**src/design/rvtc_pkg.sv**
```systemverilog
`timescale 1ns / 1ps
`default_nettype none
// ----------------------------------------------------------------------------
// rvtc_pkg
// Shared codes, field widths, types and helpers for the trio rare-variant
// transmission counter.
// ----------------------------------------------------------------------------
package rvtc_pkg;

   // field widths
   localparam int GENO_W  = 2;
   localparam int SCORE_W = 8;
   localparam int TRIO_W  = 7;
   localparam int SUM_W   = 32;
   localparam int STAT_W  = 2;

   // genotype codes
   localparam logic [GENO_W-1:0] GENO_MISSING     = 2'd0;
   localparam logic [GENO_W-1:0] GENO_HOM_OTHER   = 2'd1;
   localparam logic [GENO_W-1:0] GENO_HET         = 2'd2;
   localparam logic [GENO_W-1:0] GENO_HOM_COUNTED = 2'd3;

   // trio status codes
   localparam logic [STAT_W-1:0] STATUS_EMPTY    = 2'd0;
   localparam logic [STAT_W-1:0] STATUS_ADDED    = 2'd1;
   localparam logic [STAT_W-1:0] STATUS_CONFLICT = 2'd2;

   // saturation limits
   localparam logic [TRIO_W-1:0] TRIO_CAP = {TRIO_W{1'b1}};
   localparam logic [SUM_W-1:0]  SUM_CAP  = {SUM_W{1'b1}};

   // one marker of one trio as held in the input register
   typedef struct packed {
      logic [GENO_W-1:0] father;
      logic [GENO_W-1:0] mother;
      logic [GENO_W-1:0] child;
      logic              swap;
      logic              last;
   } marker_item_type;

   // genotype classification of one marker
   typedef struct packed {
      logic       informative;
      logic       double_het;
      logic [1:0] trans;
      logic [1:0] untrans;
   } marker_eval_type;

   // one result item
   typedef struct packed {
      logic signed [SCORE_W-1:0] score;
      logic                      done;
      logic [STAT_W-1:0]         status;
      logic [TRIO_W-1:0]         trio_t;
      logic [TRIO_W-1:0]         trio_nt;
      logic [SUM_W-1:0]          total_t;
      logic [SUM_W-1:0]          total_nt;
      logic [SUM_W-1:0]          info_total;
   } result_type;

   // flipped marker: homozygous codes trade places
   function automatic logic [GENO_W-1:0] swap_code(input logic [GENO_W-1:0] g,
                                                    input logic swap);
      logic [GENO_W-1:0] r;
      r = g;
      if (swap && (g == GENO_HOM_OTHER || g == GENO_HOM_COUNTED)) begin
         r = g ^ 2'b10;
      end
      return r;
   endfunction

   // parent passes the counted allele to the child
   function automatic logic transmits(input logic [GENO_W-1:0] p,
                                      input logic [GENO_W-1:0] c);
      return (p == GENO_HET && c == GENO_HOM_COUNTED) ||
             (p == GENO_HOM_OTHER && c == GENO_HET);
   endfunction

   // parent keeps the counted allele back
   function automatic logic not_transmits(input logic [GENO_W-1:0] p,
                                          input logic [GENO_W-1:0] c);
      return (c == GENO_HET && p == GENO_HOM_COUNTED) ||
             (c == GENO_HOM_OTHER && p == GENO_HET);
   endfunction

endpackage
`default_nettype wire

```
**src/design/rvtc_marker_eval.sv**
```systemverilog
`timescale 1ns / 1ps
`default_nettype none
// ----------------------------------------------------------------------------
// rvtc_marker_eval
// Classifies one marker: allele swap, informativeness, double heterozygosity
// and the number of transmitted and untransmitted parental alleles.
// ----------------------------------------------------------------------------
module rvtc_marker_eval (
   input  wire rvtc_pkg::marker_item_type item,
   output rvtc_pkg::marker_eval_type      eval
);

   logic [rvtc_pkg::GENO_W-1:0] f;
   logic [rvtc_pkg::GENO_W-1:0] m;
   logic [rvtc_pkg::GENO_W-1:0] c;

   // undo the allele flip
   assign f = rvtc_pkg::swap_code(item.father, item.swap);
   assign m = rvtc_pkg::swap_code(item.mother, item.swap);
   assign c = rvtc_pkg::swap_code(item.child, item.swap);

   // informative: child called and one heterozygous parent with a called mate
   always_comb begin
      eval.informative = (c != rvtc_pkg::GENO_MISSING) &&
         ((f == rvtc_pkg::GENO_HET && m != rvtc_pkg::GENO_MISSING) ||
          (m == rvtc_pkg::GENO_HET && f != rvtc_pkg::GENO_MISSING));
      eval.double_het  = (f == rvtc_pkg::GENO_HET) && (m == rvtc_pkg::GENO_HET) &&
                         (c == rvtc_pkg::GENO_HET);
      eval.trans   = {1'b0, rvtc_pkg::transmits(f, c)} +
                     {1'b0, rvtc_pkg::transmits(m, c)};
      eval.untrans = {1'b0, rvtc_pkg::not_transmits(f, c)} +
                     {1'b0, rvtc_pkg::not_transmits(m, c)};
   end

endmodule
`default_nettype wire

```
**src/design/rvtc_trio_tally.sv**
```systemverilog
`timescale 1ns / 1ps
`default_nettype none
// ----------------------------------------------------------------------------
// rvtc_trio_tally
// Per-trio counts and conflict flag, saturating running totals, and the
// result of the marker now being processed.
// ----------------------------------------------------------------------------
module rvtc_trio_tally (
   input  wire                           clock,
   input  wire                           reset,
   input  wire                           step,
   input  wire                           last,
   input  wire rvtc_pkg::marker_eval_type eval,
   output rvtc_pkg::result_type           result
);

   logic [rvtc_pkg::TRIO_W-1:0] trio_t_ff,  trio_t_in;
   logic [rvtc_pkg::TRIO_W-1:0] trio_nt_ff, trio_nt_in;
   logic                        conflict_ff, conflict_in;
   logic [rvtc_pkg::SUM_W-1:0]  sum_t_ff,  sum_t_in;
   logic [rvtc_pkg::SUM_W-1:0]  sum_nt_ff, sum_nt_in;
   logic [rvtc_pkg::SUM_W-1:0]  info_ff,   info_in;

   logic                        info;
   logic                        dh;
   logic                        record;
   logic                        first;
   logic [rvtc_pkg::TRIO_W-1:0] t1, nt1, t2, nt2;
   logic                        conflict2;
   logic                        close_add;
   logic [1:0]                  info_inc;
   logic [rvtc_pkg::SUM_W:0]    info_sum;
   logic [rvtc_pkg::SUM_W:0]    t_sum;
   logic [rvtc_pkg::SUM_W:0]    nt_sum;

   // marker update of the open trio
   always_comb begin
      info = eval.informative && !conflict_ff;
      dh   = info && eval.double_het;
      t1   = trio_t_ff;
      nt1  = trio_nt_ff;
      if (dh) begin
         t1  = (trio_t_ff == rvtc_pkg::TRIO_CAP)  ? rvtc_pkg::TRIO_CAP  :
               trio_t_ff + 7'd1;
         nt1 = (trio_nt_ff == rvtc_pkg::TRIO_CAP) ? rvtc_pkg::TRIO_CAP :
               trio_nt_ff + 7'd1;
      end
      record    = info && (eval.trans != 2'd0 || eval.untrans != 2'd0);
      first     = (t1 == '0) && (nt1 == '0);
      t2        = (record && first) ? {5'd0, eval.trans}   : t1;
      nt2       = (record && first) ? {5'd0, eval.untrans} : nt1;
      conflict2 = conflict_ff ||
                  (record && !first &&
                   (t1 != {5'd0, eval.trans} || nt1 != {5'd0, eval.untrans}));
   end

   // trio close and saturating totals
   always_comb begin
      close_add = last && !conflict2 && (t2 != '0 || nt2 != '0);
      info_inc  = {1'b0, dh} + {1'b0, close_add};
      info_sum  = {1'b0, info_ff} + {31'd0, info_inc};
      t_sum     = {1'b0, sum_t_ff}  + {26'd0, t2};
      nt_sum    = {1'b0, sum_nt_ff} + {26'd0, nt2};
      info_in   = info_sum[rvtc_pkg::SUM_W] ? rvtc_pkg::SUM_CAP :
                  info_sum[rvtc_pkg::SUM_W-1:0];
      sum_t_in  = sum_t_ff;
      sum_nt_in = sum_nt_ff;
      if (close_add) begin
         sum_t_in  = t_sum[rvtc_pkg::SUM_W]  ? rvtc_pkg::SUM_CAP :
                     t_sum[rvtc_pkg::SUM_W-1:0];
         sum_nt_in = nt_sum[rvtc_pkg::SUM_W] ? rvtc_pkg::SUM_CAP :
                     nt_sum[rvtc_pkg::SUM_W-1:0];
      end
      trio_t_in   = last ? '0 : t2;
      trio_nt_in  = last ? '0 : nt2;
      conflict_in = last ? 1'b0 : conflict2;
   end

   // result fields
   always_comb begin
      result.score = '0;
      if (record && !(conflict2 && !conflict_ff)) begin
         result.score = $signed({6'd0, eval.trans}) - $signed({6'd0, eval.untrans});
      end
      result.done = last;
      priority if (!last) begin
         result.status = rvtc_pkg::STATUS_EMPTY;
      end else if (conflict2) begin
         result.status = rvtc_pkg::STATUS_CONFLICT;
      end else if (close_add) begin
         result.status = rvtc_pkg::STATUS_ADDED;
      end else begin
         result.status = rvtc_pkg::STATUS_EMPTY;
      end
      result.trio_t     = close_add ? t2  : '0;
      result.trio_nt    = close_add ? nt2 : '0;
      result.total_t    = sum_t_in;
      result.total_nt   = sum_nt_in;
      result.info_total = info_in;
   end

   // state registers
   always_ff @(posedge clock) begin
      if (reset) begin
         trio_t_ff   <= '0;
         trio_nt_ff  <= '0;
         conflict_ff <= 1'b0;
         sum_t_ff    <= '0;
         sum_nt_ff   <= '0;
         info_ff     <= '0;
      end else if (step) begin
         trio_t_ff   <= trio_t_in;
         trio_nt_ff  <= trio_nt_in;
         conflict_ff <= conflict_in;
         sum_t_ff    <= sum_t_in;
         sum_nt_ff   <= sum_nt_in;
         info_ff     <= info_in;
      end
   end

endmodule
`default_nettype wire

```
**src/design/trio_rare_variant_transmission_counter.sv**
```systemverilog
`timescale 1ns / 1ps
`default_nettype none
// ----------------------------------------------------------------------------
// trio_rare_variant_transmission_counter
// Collapsed rare-variant transmission counting over parent/child trios.
// ----------------------------------------------------------------------------
// Usage:
//   req_* carries one rare marker of one trio per transfer, markers of a trio
//   in order; req_tlast flags the final marker and closes the trio.
//   rsp_* returns exactly one result per input transfer, in order: the marker
//   score, on a closing marker the trio status and counts (rsp_tlast high),
//   and the running saturating totals after that marker.
// Timing:
//   the marker is captured in the input register, then passes the genotype
//   logic into the result register once that register is empty or its result
//   is being taken; result valid rises when the result register is written.
//   throughput is one marker per cycle while rsp_tready is high.
// Reset:
//   synchronous reset empties both registers, clears the open trio and all
//   running totals.
// Stalls:
//   when rsp_tready is low the result holds; one more marker waits in the
//   input register, after which req_tready drops until the result is taken.
// ----------------------------------------------------------------------------
module trio_rare_variant_transmission_counter (
   input  wire         clock,
   input  wire         reset,
   // slave side
   input  wire         req_tvalid,
   output logic        req_tready,
   input  wire [7:0]   req_tdata,  // father_genotype, mother_genotype, child_genotype, pad
   input  wire         req_tuser,  // swap_alleles
   input  wire         req_tlast,  // last_marker
   // master side
   output logic        rsp_tvalid,
   input  wire         rsp_tready,
   output logic [119:0] rsp_tdata, // marker_score, trio_transmitted, trio_untransmitted,
                                   // total_transmitted, total_untransmitted,
                                   // informative_total, pad
   output logic [1:0]  rsp_tuser,  // trio_status
   output logic        rsp_tlast   // trio_done
);

   logic                      in_valid_ff, in_valid_in;
   rvtc_pkg::marker_item_type in_item_ff;
   logic                      out_valid_ff, out_valid_in;
   rvtc_pkg::result_type      out_ff;
   logic                      advance;
   rvtc_pkg::marker_eval_type eval;
   rvtc_pkg::result_type      result;

   // pipeline control
   assign advance      = in_valid_ff && (!out_valid_ff || rsp_tready);
   assign req_tready   = !in_valid_ff || advance;
   assign in_valid_in  = (req_tvalid && req_tready) || (in_valid_ff && !advance);
   assign out_valid_in = advance || (out_valid_ff && !rsp_tready);

   always_ff @(posedge clock) begin
      if (reset) begin
         in_valid_ff  <= 1'b0;
         out_valid_ff <= 1'b0;
      end else begin
         in_valid_ff  <= in_valid_in;
         out_valid_ff <= out_valid_in;
      end
   end

   // input register
   always_ff @(posedge clock) begin
      if (req_tvalid && req_tready) begin
         in_item_ff.father <= req_tdata[1:0];
         in_item_ff.mother <= req_tdata[3:2];
         in_item_ff.child  <= req_tdata[5:4];
         in_item_ff.swap   <= req_tuser;
         in_item_ff.last   <= req_tlast;
      end
   end

   rvtc_marker_eval u_eval (
      .item (in_item_ff),
      .eval (eval)
   );

   rvtc_trio_tally u_tally (
      .clock  (clock),
      .reset  (reset),
      .step   (advance),
      .last   (in_item_ff.last),
      .eval   (eval),
      .result (result)
   );

   // result register
   always_ff @(posedge clock) begin
      if (advance) begin
         out_ff <= result;
      end
   end

   // output packing
   assign rsp_tvalid = out_valid_ff;
   assign rsp_tlast  = out_ff.done;
   assign rsp_tuser  = out_ff.status;
   assign rsp_tdata  = {2'b00, out_ff.info_total, out_ff.total_nt, out_ff.total_t,
                        out_ff.trio_nt, out_ff.trio_t, out_ff.score};

endmodule
`default_nettype wire
```
**config.mk**
```make
export PLATFORM = sky130hd
export DESIGN_NAME = trio_rare_variant_transmission_counter
export DESIGN_NICKNAME = d
export VERILOG_FILES = /design/src/design/rvtc_pkg.sv /design/src/design/rvtc_marker_eval.sv /design/src/design/rvtc_trio_tally.sv /design/src/design/trio_rare_variant_transmission_counter.sv
export SDC_FILE = /design/constraint.sdc
export NUM_CORES = 1
export LEC_CHECK = 0
export ABC_AREA = 1
export BUFFER_PORTS_ARGS = -buffer_cell sky130_fd_sc_hd__buf_2
export CORE_MARGIN = 4
export CORE_UTILIZATION = 40
export CTS_CLUSTER_DIAMETER = 50
export DETAILED_ROUTE_END_ITERATION = 16
export GPL_TIMING_DRIVEN = 0
export PLACE_DENSITY = 0.63
export SYNTH_ARGS = -nofsm -noshare
export SYNTH_HDL_FRONTEND = slang
export SYNTH_SLANG_ARGS = --single-unit
```
**constraint.sdc**
```tcl
create_clock -name clock -period 10 [get_ports clock]
set_input_delay 1.5 -clock clock [delete_from_list [all_inputs] [get_ports clock]]
set_output_delay 1.5 -clock clock [all_outputs]
set_load 0.02 [all_outputs]
```
## Word-level counts from Yosys, hierarchy flattened

Index checks and enable logic that the tools add are counted.

| word-level totals | value |
|---|---|
| flip-flop bits (word level) | 242 |

| cells by class | value |
|---|---|
| add/subtract/negate cells | 9 |
| eq/ne operators | 19 |
| mux-type cells | 19 |
| bitwise gates (word level) | 4 |
| reductions and logical operators | 65 |

Operators with widths:

| kind | number |
|---|---|
| $mux 32 | 5 |
| $add 32x7->33 | 2 |
| $mux 7 | 8 |
| $add 32x2->33 | 1 |
| $logic_and 1x1->1 | 31 |
| $eq 2x2->1 const B | 9 |
| $logic_or 1x1->1 | 16 |
| $add 7x1->7 const B | 2 |
| $eq 7x7->1 const B | 2 |
| $logic_not 7->1 | 2 |
| $ne 7x2->1 | 2 |
| $reduce_bool 7->1 | 2 |
| $eq 2x1->1 const B | 6 |
| $reduce_bool 2->1 | 5 |
| $logic_not 1->1 | 8 |
| $mux 2 | 4 |
| $add 1x1->2 | 3 |
| $not 1->1 | 4 |
| $sub 2x2->3 | 1 |
| $mux 1 | 2 |
| $reduce_or 2->1 | 1 |

## Longest topological paths before layout

| logic depth | value |
|---|---|
| word-level depth | 23 |
| gate-level depth with buffers | 38 |
| depth with buffers taken out | 35 |

## By module

A second synthesis with hierarchy kept.

| second synthesis, totals | value |
|---|---|
| cells, all modules | 1,874 |
| area total of the unflattened synthesis | 14,051.0 um2 |

By module, submodules not included:

| module | instances | cells an instance | area each (um2) | sequential area each (um2) |
|---|---|---|---|---|
| rvtc_trio_tally | 1 | 1,689 | 9,844.4 | 2,222.1 |
| trio_rare_variant_transmission_counter | 1 | 144 | 3,983.8 | 3,913.8 |
| rvtc_marker_eval | 1 | 41 | 222.7 | 0.0 |

## Worst setup path before layout

OpenSTA, ideal clock, no wires.

| timing path | value |
|---|---|
| path kind | input to register |
| from | input rsp_tready |
| to | register out_ff, in the netlist rsp_tdata[0], enable pin |
| setup time | 0.526 ns |
| arrival | 5.178 ns |
| setup slack | 4.296 ns |
| cell stages on the path | 5 |
| cell sequence | inv_1 nand2_1 nand2_1 clkinv_1 clkbuf_1 |

| on the way | value |
|---|---|
| cells in the longest elaborated chain, start to end | 2 |

RTL lines:

| item | line | RTL |
|---|---|---|
| start, declared | trio_rare_variant_transmission_counter.sv:36 | `input wire rsp_tready,` |
| $logic_or 1x1->1 | trio_rare_variant_transmission_counter.sv:53 | `assign advance = in_valid_ff && (!out_valid_ff \|\| rsp_tready);` |
| $logic_and 1x1->1 | trio_rare_variant_transmission_counter.sv:53 |  |
| named net advance | trio_rare_variant_transmission_counter.sv:48 | `logic advance;` |
| end signal, assigned | trio_rare_variant_transmission_counter.sv:96 | `out_ff <= result;` |
| end, declared | trio_rare_variant_transmission_counter.sv:47 | `rvtc_pkg::result_type out_ff;` |

The timed path passes the listed nets, and every way through them passes these cells.
A chain may end at the register's enable or synchronous reset.

==> impl.org <==
** CTS
- Hold-fix buffers, CTS :: 0
- Post-CTS repair changed the size of 0 cells.
- Clock edge transition at the registers on the reported setup and hold paths :: 0.06 ns
- Sink count of the clock tree :: 237
- The clock passes through at most 3 buffers.
- CTS built an H-tree with a depth of 1.
- Clk_lat worst skew :: 0.58 ns
- TritonCTS built the clock tree.
- Buffer count from post-CTS setup fixing :: 0
- CTS Buf Count :: 30
- The tree is rooted in a sky130_fd_sc_hd__clkbuf_16.

** Die
- Die Span Y :: 193 um
- IO Pins :: 139
- The floorplan step defined a die boundary enclosing 37200 um^2.
- Once the floorplan was initialized, standard cells occupied 40.7% of the core.
- Die span in x :: 193 um
- After floorplanning, the core was sized to cover 33600 um^2.
- The initialized floorplan defines 67 standard-cell rows.

** Finish
- Of the cells placed in the final design, the portion with a size suffix greater than 1 is 15.6%.
- Sequential cell area in the final layout :: 5990 um^2
- Multi-input gate area in the final layout :: 6250 um^2
- The area growth from synthesis to layout is 16.8%.
- The number of antenna diodes in the final layout is 0.
- Fill cells in the final layout number 3355.
- Fin nets :: 2040

** GRT
- For this run the aggregate overflow at the end of global routing stands at 0.
- Initial antenna violation count :: 0
- Total track usage :: 20.1%
- The number of global-route vias before repair was 11997.
- Entering global routing, the biggest net connects 55 pins.
- First-pass GRT wire length :: 60.6 mm

** STA
- Static timing analysis puts the maximum clock frequency at 162 MHz.
- Setup slack closes at 3.84 ns.
- The count of endpoints failing hold in the final timing report came to 0.
- Dividing the final minimum period by the clock period gives 61.6%.
- For the final routed database, the setup TNS stands at 0 ns.
- In this run the tightest slew margin relative to its limit is 43.2%.
- Final setup vio count :: 0
- The routed design could run at a clock period as short as 6.16 ns.
- RSZ-0062 raised after global routing :: no
- Final number of max-transition violations :: 0
- Worst-Margin Slew :: 0.845 ns
- Layout Skew :: 0.0361 ns

** Route
- Routed vias/inst :: 5.06
- Initial detailed-routing violation count :: 997
- Total length of routed wires :: 37.6 mm
- Once detail routing completed, the nets flagged for antenna violations numbered 0.
- In the routed design, unresolved DRC markers number 0.
- Avg WL per Cell :: 15.2 um
- Across all layers, the routed design uses 12514 vias.
- Initial DRT Pass Iterations :: 5

** Worst setup path
- Setup slack on the worst reg-to-reg path comes out at 3.84 ns.
- For the worst setup path, the data required time is 10.53 ns.
- Endpoint class of the critical path :: register
- Of all nets on the critical path, the largest fanout is 10.
- Arr. time, crit path :: 6.69 ns
- The worst setup path is launched from a register.
- The setup path with the least slack is of type register to register.
- Most used cell, CP :: sky130_fd_sc_hd__nand2_1
- In this design, the stage delay of the slowest critical-path cell is 0.46 ns.
- Slowest cell on crit path :: sky130_fd_sc_hd__edfxtp_1
- The endpoint identified for the worst register-to-register timing path is u_tally.info_ff[17].
- The worst register-to-register path begins at in_item_ff[2].
- Cell depth of the worst flop-to-flop path :: 34

** Yosys
- Each instance of the synthesized netlist takes up on average 7.46 um^2.
- Async SR Flop Fraction :: 0%
- Ranked by total cell area, the synthesized netlist is headed by sky130_fd_sc_hd__edfxtp_1 (27%), sky130_fd_sc_hd__dfxtp_1 (17%), sky130_fd_sc_hd__nand2_1 (13%).
- Number of synthesized flops with an enable pin :: 124
- Count of different cell masters after synthesis :: 40
- Post-synth design cell area :: 13700 um^2
- The most used flip-flop cell after synthesis is sky130_fd_sc_hd__edfxtp_1.
- Proportion of synthesized chip area in sequential cells :: 43.8%
- Seq cells post-synth :: 237
- Counting every instance in the synthesized netlist gives 1832.
- The synthesized design devotes to its leading area cell type 27.2% of total area.
- The biggest area contributor in the post-synthesis netlist is sky130_fd_sc_hd__edfxtp_1.
- Ys Warns :: 0

** Pwr
- Maximum vdd ir drop :: 0.131 mV
- PwrDens :: 158 nW/um^2
- Static leakage :: 7.20 nW

** Min path
- Hold Path Depth :: 2
- The worst hold path terminates at rsp_tvalid.
- Worst hold path type :: register to register
- The startpoint identified for the worst hold timing path is in_valid_ff.

** Flow run
- Number of maximum-capacitance violations :: 0

** Placed design
- HPWL after detailed placement :: 27.7 mm
- At the end of routability-driven placement, the weighted congestion stood at 0.935.
- Number of buffer cells added on primary ports :: 133
- Post-Place Setup Slack :: 3.90 ns

** Status
- The run finished with clean final reports.
[power breakdown]
part | internal, W | switching (W) | total, W | leakage [nW]
clock | 0.000622 | 0.000449 | 0.00107 | 0.488
combinational | 0.000103 | 0.000223 | 0.000326 | 4.61
sequential | 0.00109 | 0.0000406 | 0.00113 | 2.11
total | 0.00181 | 0.000713 | 0.00253 | 7.20
[state kept, by name, indices dropped and copies added (netlist names), 2 cells and up]
signal,count
u_tally.trio_t_ff,7
rsp_tdata,113
in_item_ff,8
u_tally.info_ff,32
rsp_tuser,2
u_tally.trio_nt_ff,7
u_tally.sum_t_ff,32
u_tally.sum_nt_ff,32
[metrics by stage]
stage / area (um^2) / utilization, % / hold slack [ns] / total power (W) / cells
floorplan: 13700 / - / 0.443 / 0.00137 / 1833
global placement: 14900 / 44.3 / 0.449 / 0.00147 / 2414
detailed placement: 15000 / 44.5 / 0.460 / 0.00147 / 2416
CTS: 16000 / 47.5 / 0.473 / 0.00256 / 2472
global route: 16000 / 47.5 / 0.505 / 0.00264 / 2472
finish: 16000 / 47.5 / 0.470 / 0.00253 / 2472
[how the worst max path moves through the flow]
| stage | cells past startpoint | endpoint | slack (ns) | start |
|---|---|---|---|---|
| 3_3_place_gp | 7 | u_tally.info_ff[16] | 2.34 | rsp_tready |
| 4_1_cts | 34 | u_tally.info_ff[17] | 3.87 | in_item_ff[2] |
| 2_1_floorplan | 5 | rsp_tdata[0] | 4.30 | rsp_tready |
| 5_1_grt | 34 | u_tally.info_ff[26] | 3.18 | in_item_ff[2] |
| 6_report | 34 | u_tally.info_ff[17] | 3.84 | in_item_ff[2] |
| 3_5_place_dp | 34 | u_tally.info_ff[17] | 3.90 | in_item_ff[2] |
[area by class of cell]
| class | instances | share of cell area (%) |
|---|---|---|
| clock buffers | 34 | 4.86 |
| well taps | 448 | 3.51 |
| clock inverters | 22 | 1.44 |
| flip-flops and latches | 237 | 37.5 |
| repair buffers | 135 | 4.47 |
| multi-input cells | 1259 | 39.2 |
| plain buffers | 75 | 2.90 |
| inverters | 262 | 6.16 |
[synthesized netlist by cell type (21+ instances only)]
library cell / count
sky130_fd_sc_hd__inv_1: 257
sky130_fd_sc_hd__xor2_1: 21
sky130_fd_sc_hd__nand2_1: 489
sky130_fd_sc_hd__o21ai_0: 62
sky130_fd_sc_hd__nand3_2: 62
sky130_fd_sc_hd__a21oi_1: 113
sky130_fd_sc_hd__nand4_1: 31
sky130_fd_sc_hd__nor3_1: 36
sky130_fd_sc_hd__nor2_1: 177
sky130_fd_sc_hd__dfxtp_1: 113
sky130_fd_sc_hd__nand3_1: 172
sky130_fd_sc_hd__ha_1: 22
sky130_fd_sc_hd__edfxtp_1: 124
sky130_fd_sc_hd__clkbuf_1: 37
[per-layer routing]
metal	wire, um	vias to the layer above	track usage, %
met5	0	-	0
met4	1190	0	7.16
met3	2110	66	2.62
met2	16700	336	32.6
met1	17600	5815	27.5
li1	-	6297	-
[cell usage in the layout, fill, tap and decap left out, drive strengths merged, types with 3 or more instances in the layout]
cell,Yosys,final
nand4,31,31
inv,261,266
nor3,36,36
or2,11,11
dfxtp,113,113
ha,22,22
o22ai,4,4
o21ai,65,65
edfxtp,124,124
clkinvlp,0,3
a21oi,114,114
nand2,498,498
a31oi,6,6
nand3b,4,4
nand3,234,234
fa,4,4
clkinv,1,13
xor2,21,21
clkbuf,37,71
nor4,8,8
xnor2,6,6
buf,38,173
nor2,183,183
[critical path: cells and delay by family (launching register included)]
family	cells	cell delay (ns)
fa+ha+maj	2	0.57
flops	1	0.46
buf+inv	7	1.18
simple gates	24	3.77
compound gates	1	0.09
[logic make-up (layout without fill, tap and decap cells)]
| kind of cell | after synthesis | in the layout | share of synthesized area (%) |
|---|---|---|---|
| other | 1 | 2 | 0.0274 |
| xor gates and xnor gates | 27 | 27 | 1.73 |
| AOI/OAI and AO/OA | 196 | 196 | 7.42 |
| adders and majority gates | 26 | 26 | 2.60 |
| and+or+nand+nor | 1008 | 1008 | 33.9 |
| buffers and inverters | 337 | 528 | 10.6 |
| DFF | 237 | 237 | 43.8 |
Note: power is estimated with default switching activity, not from simulation.
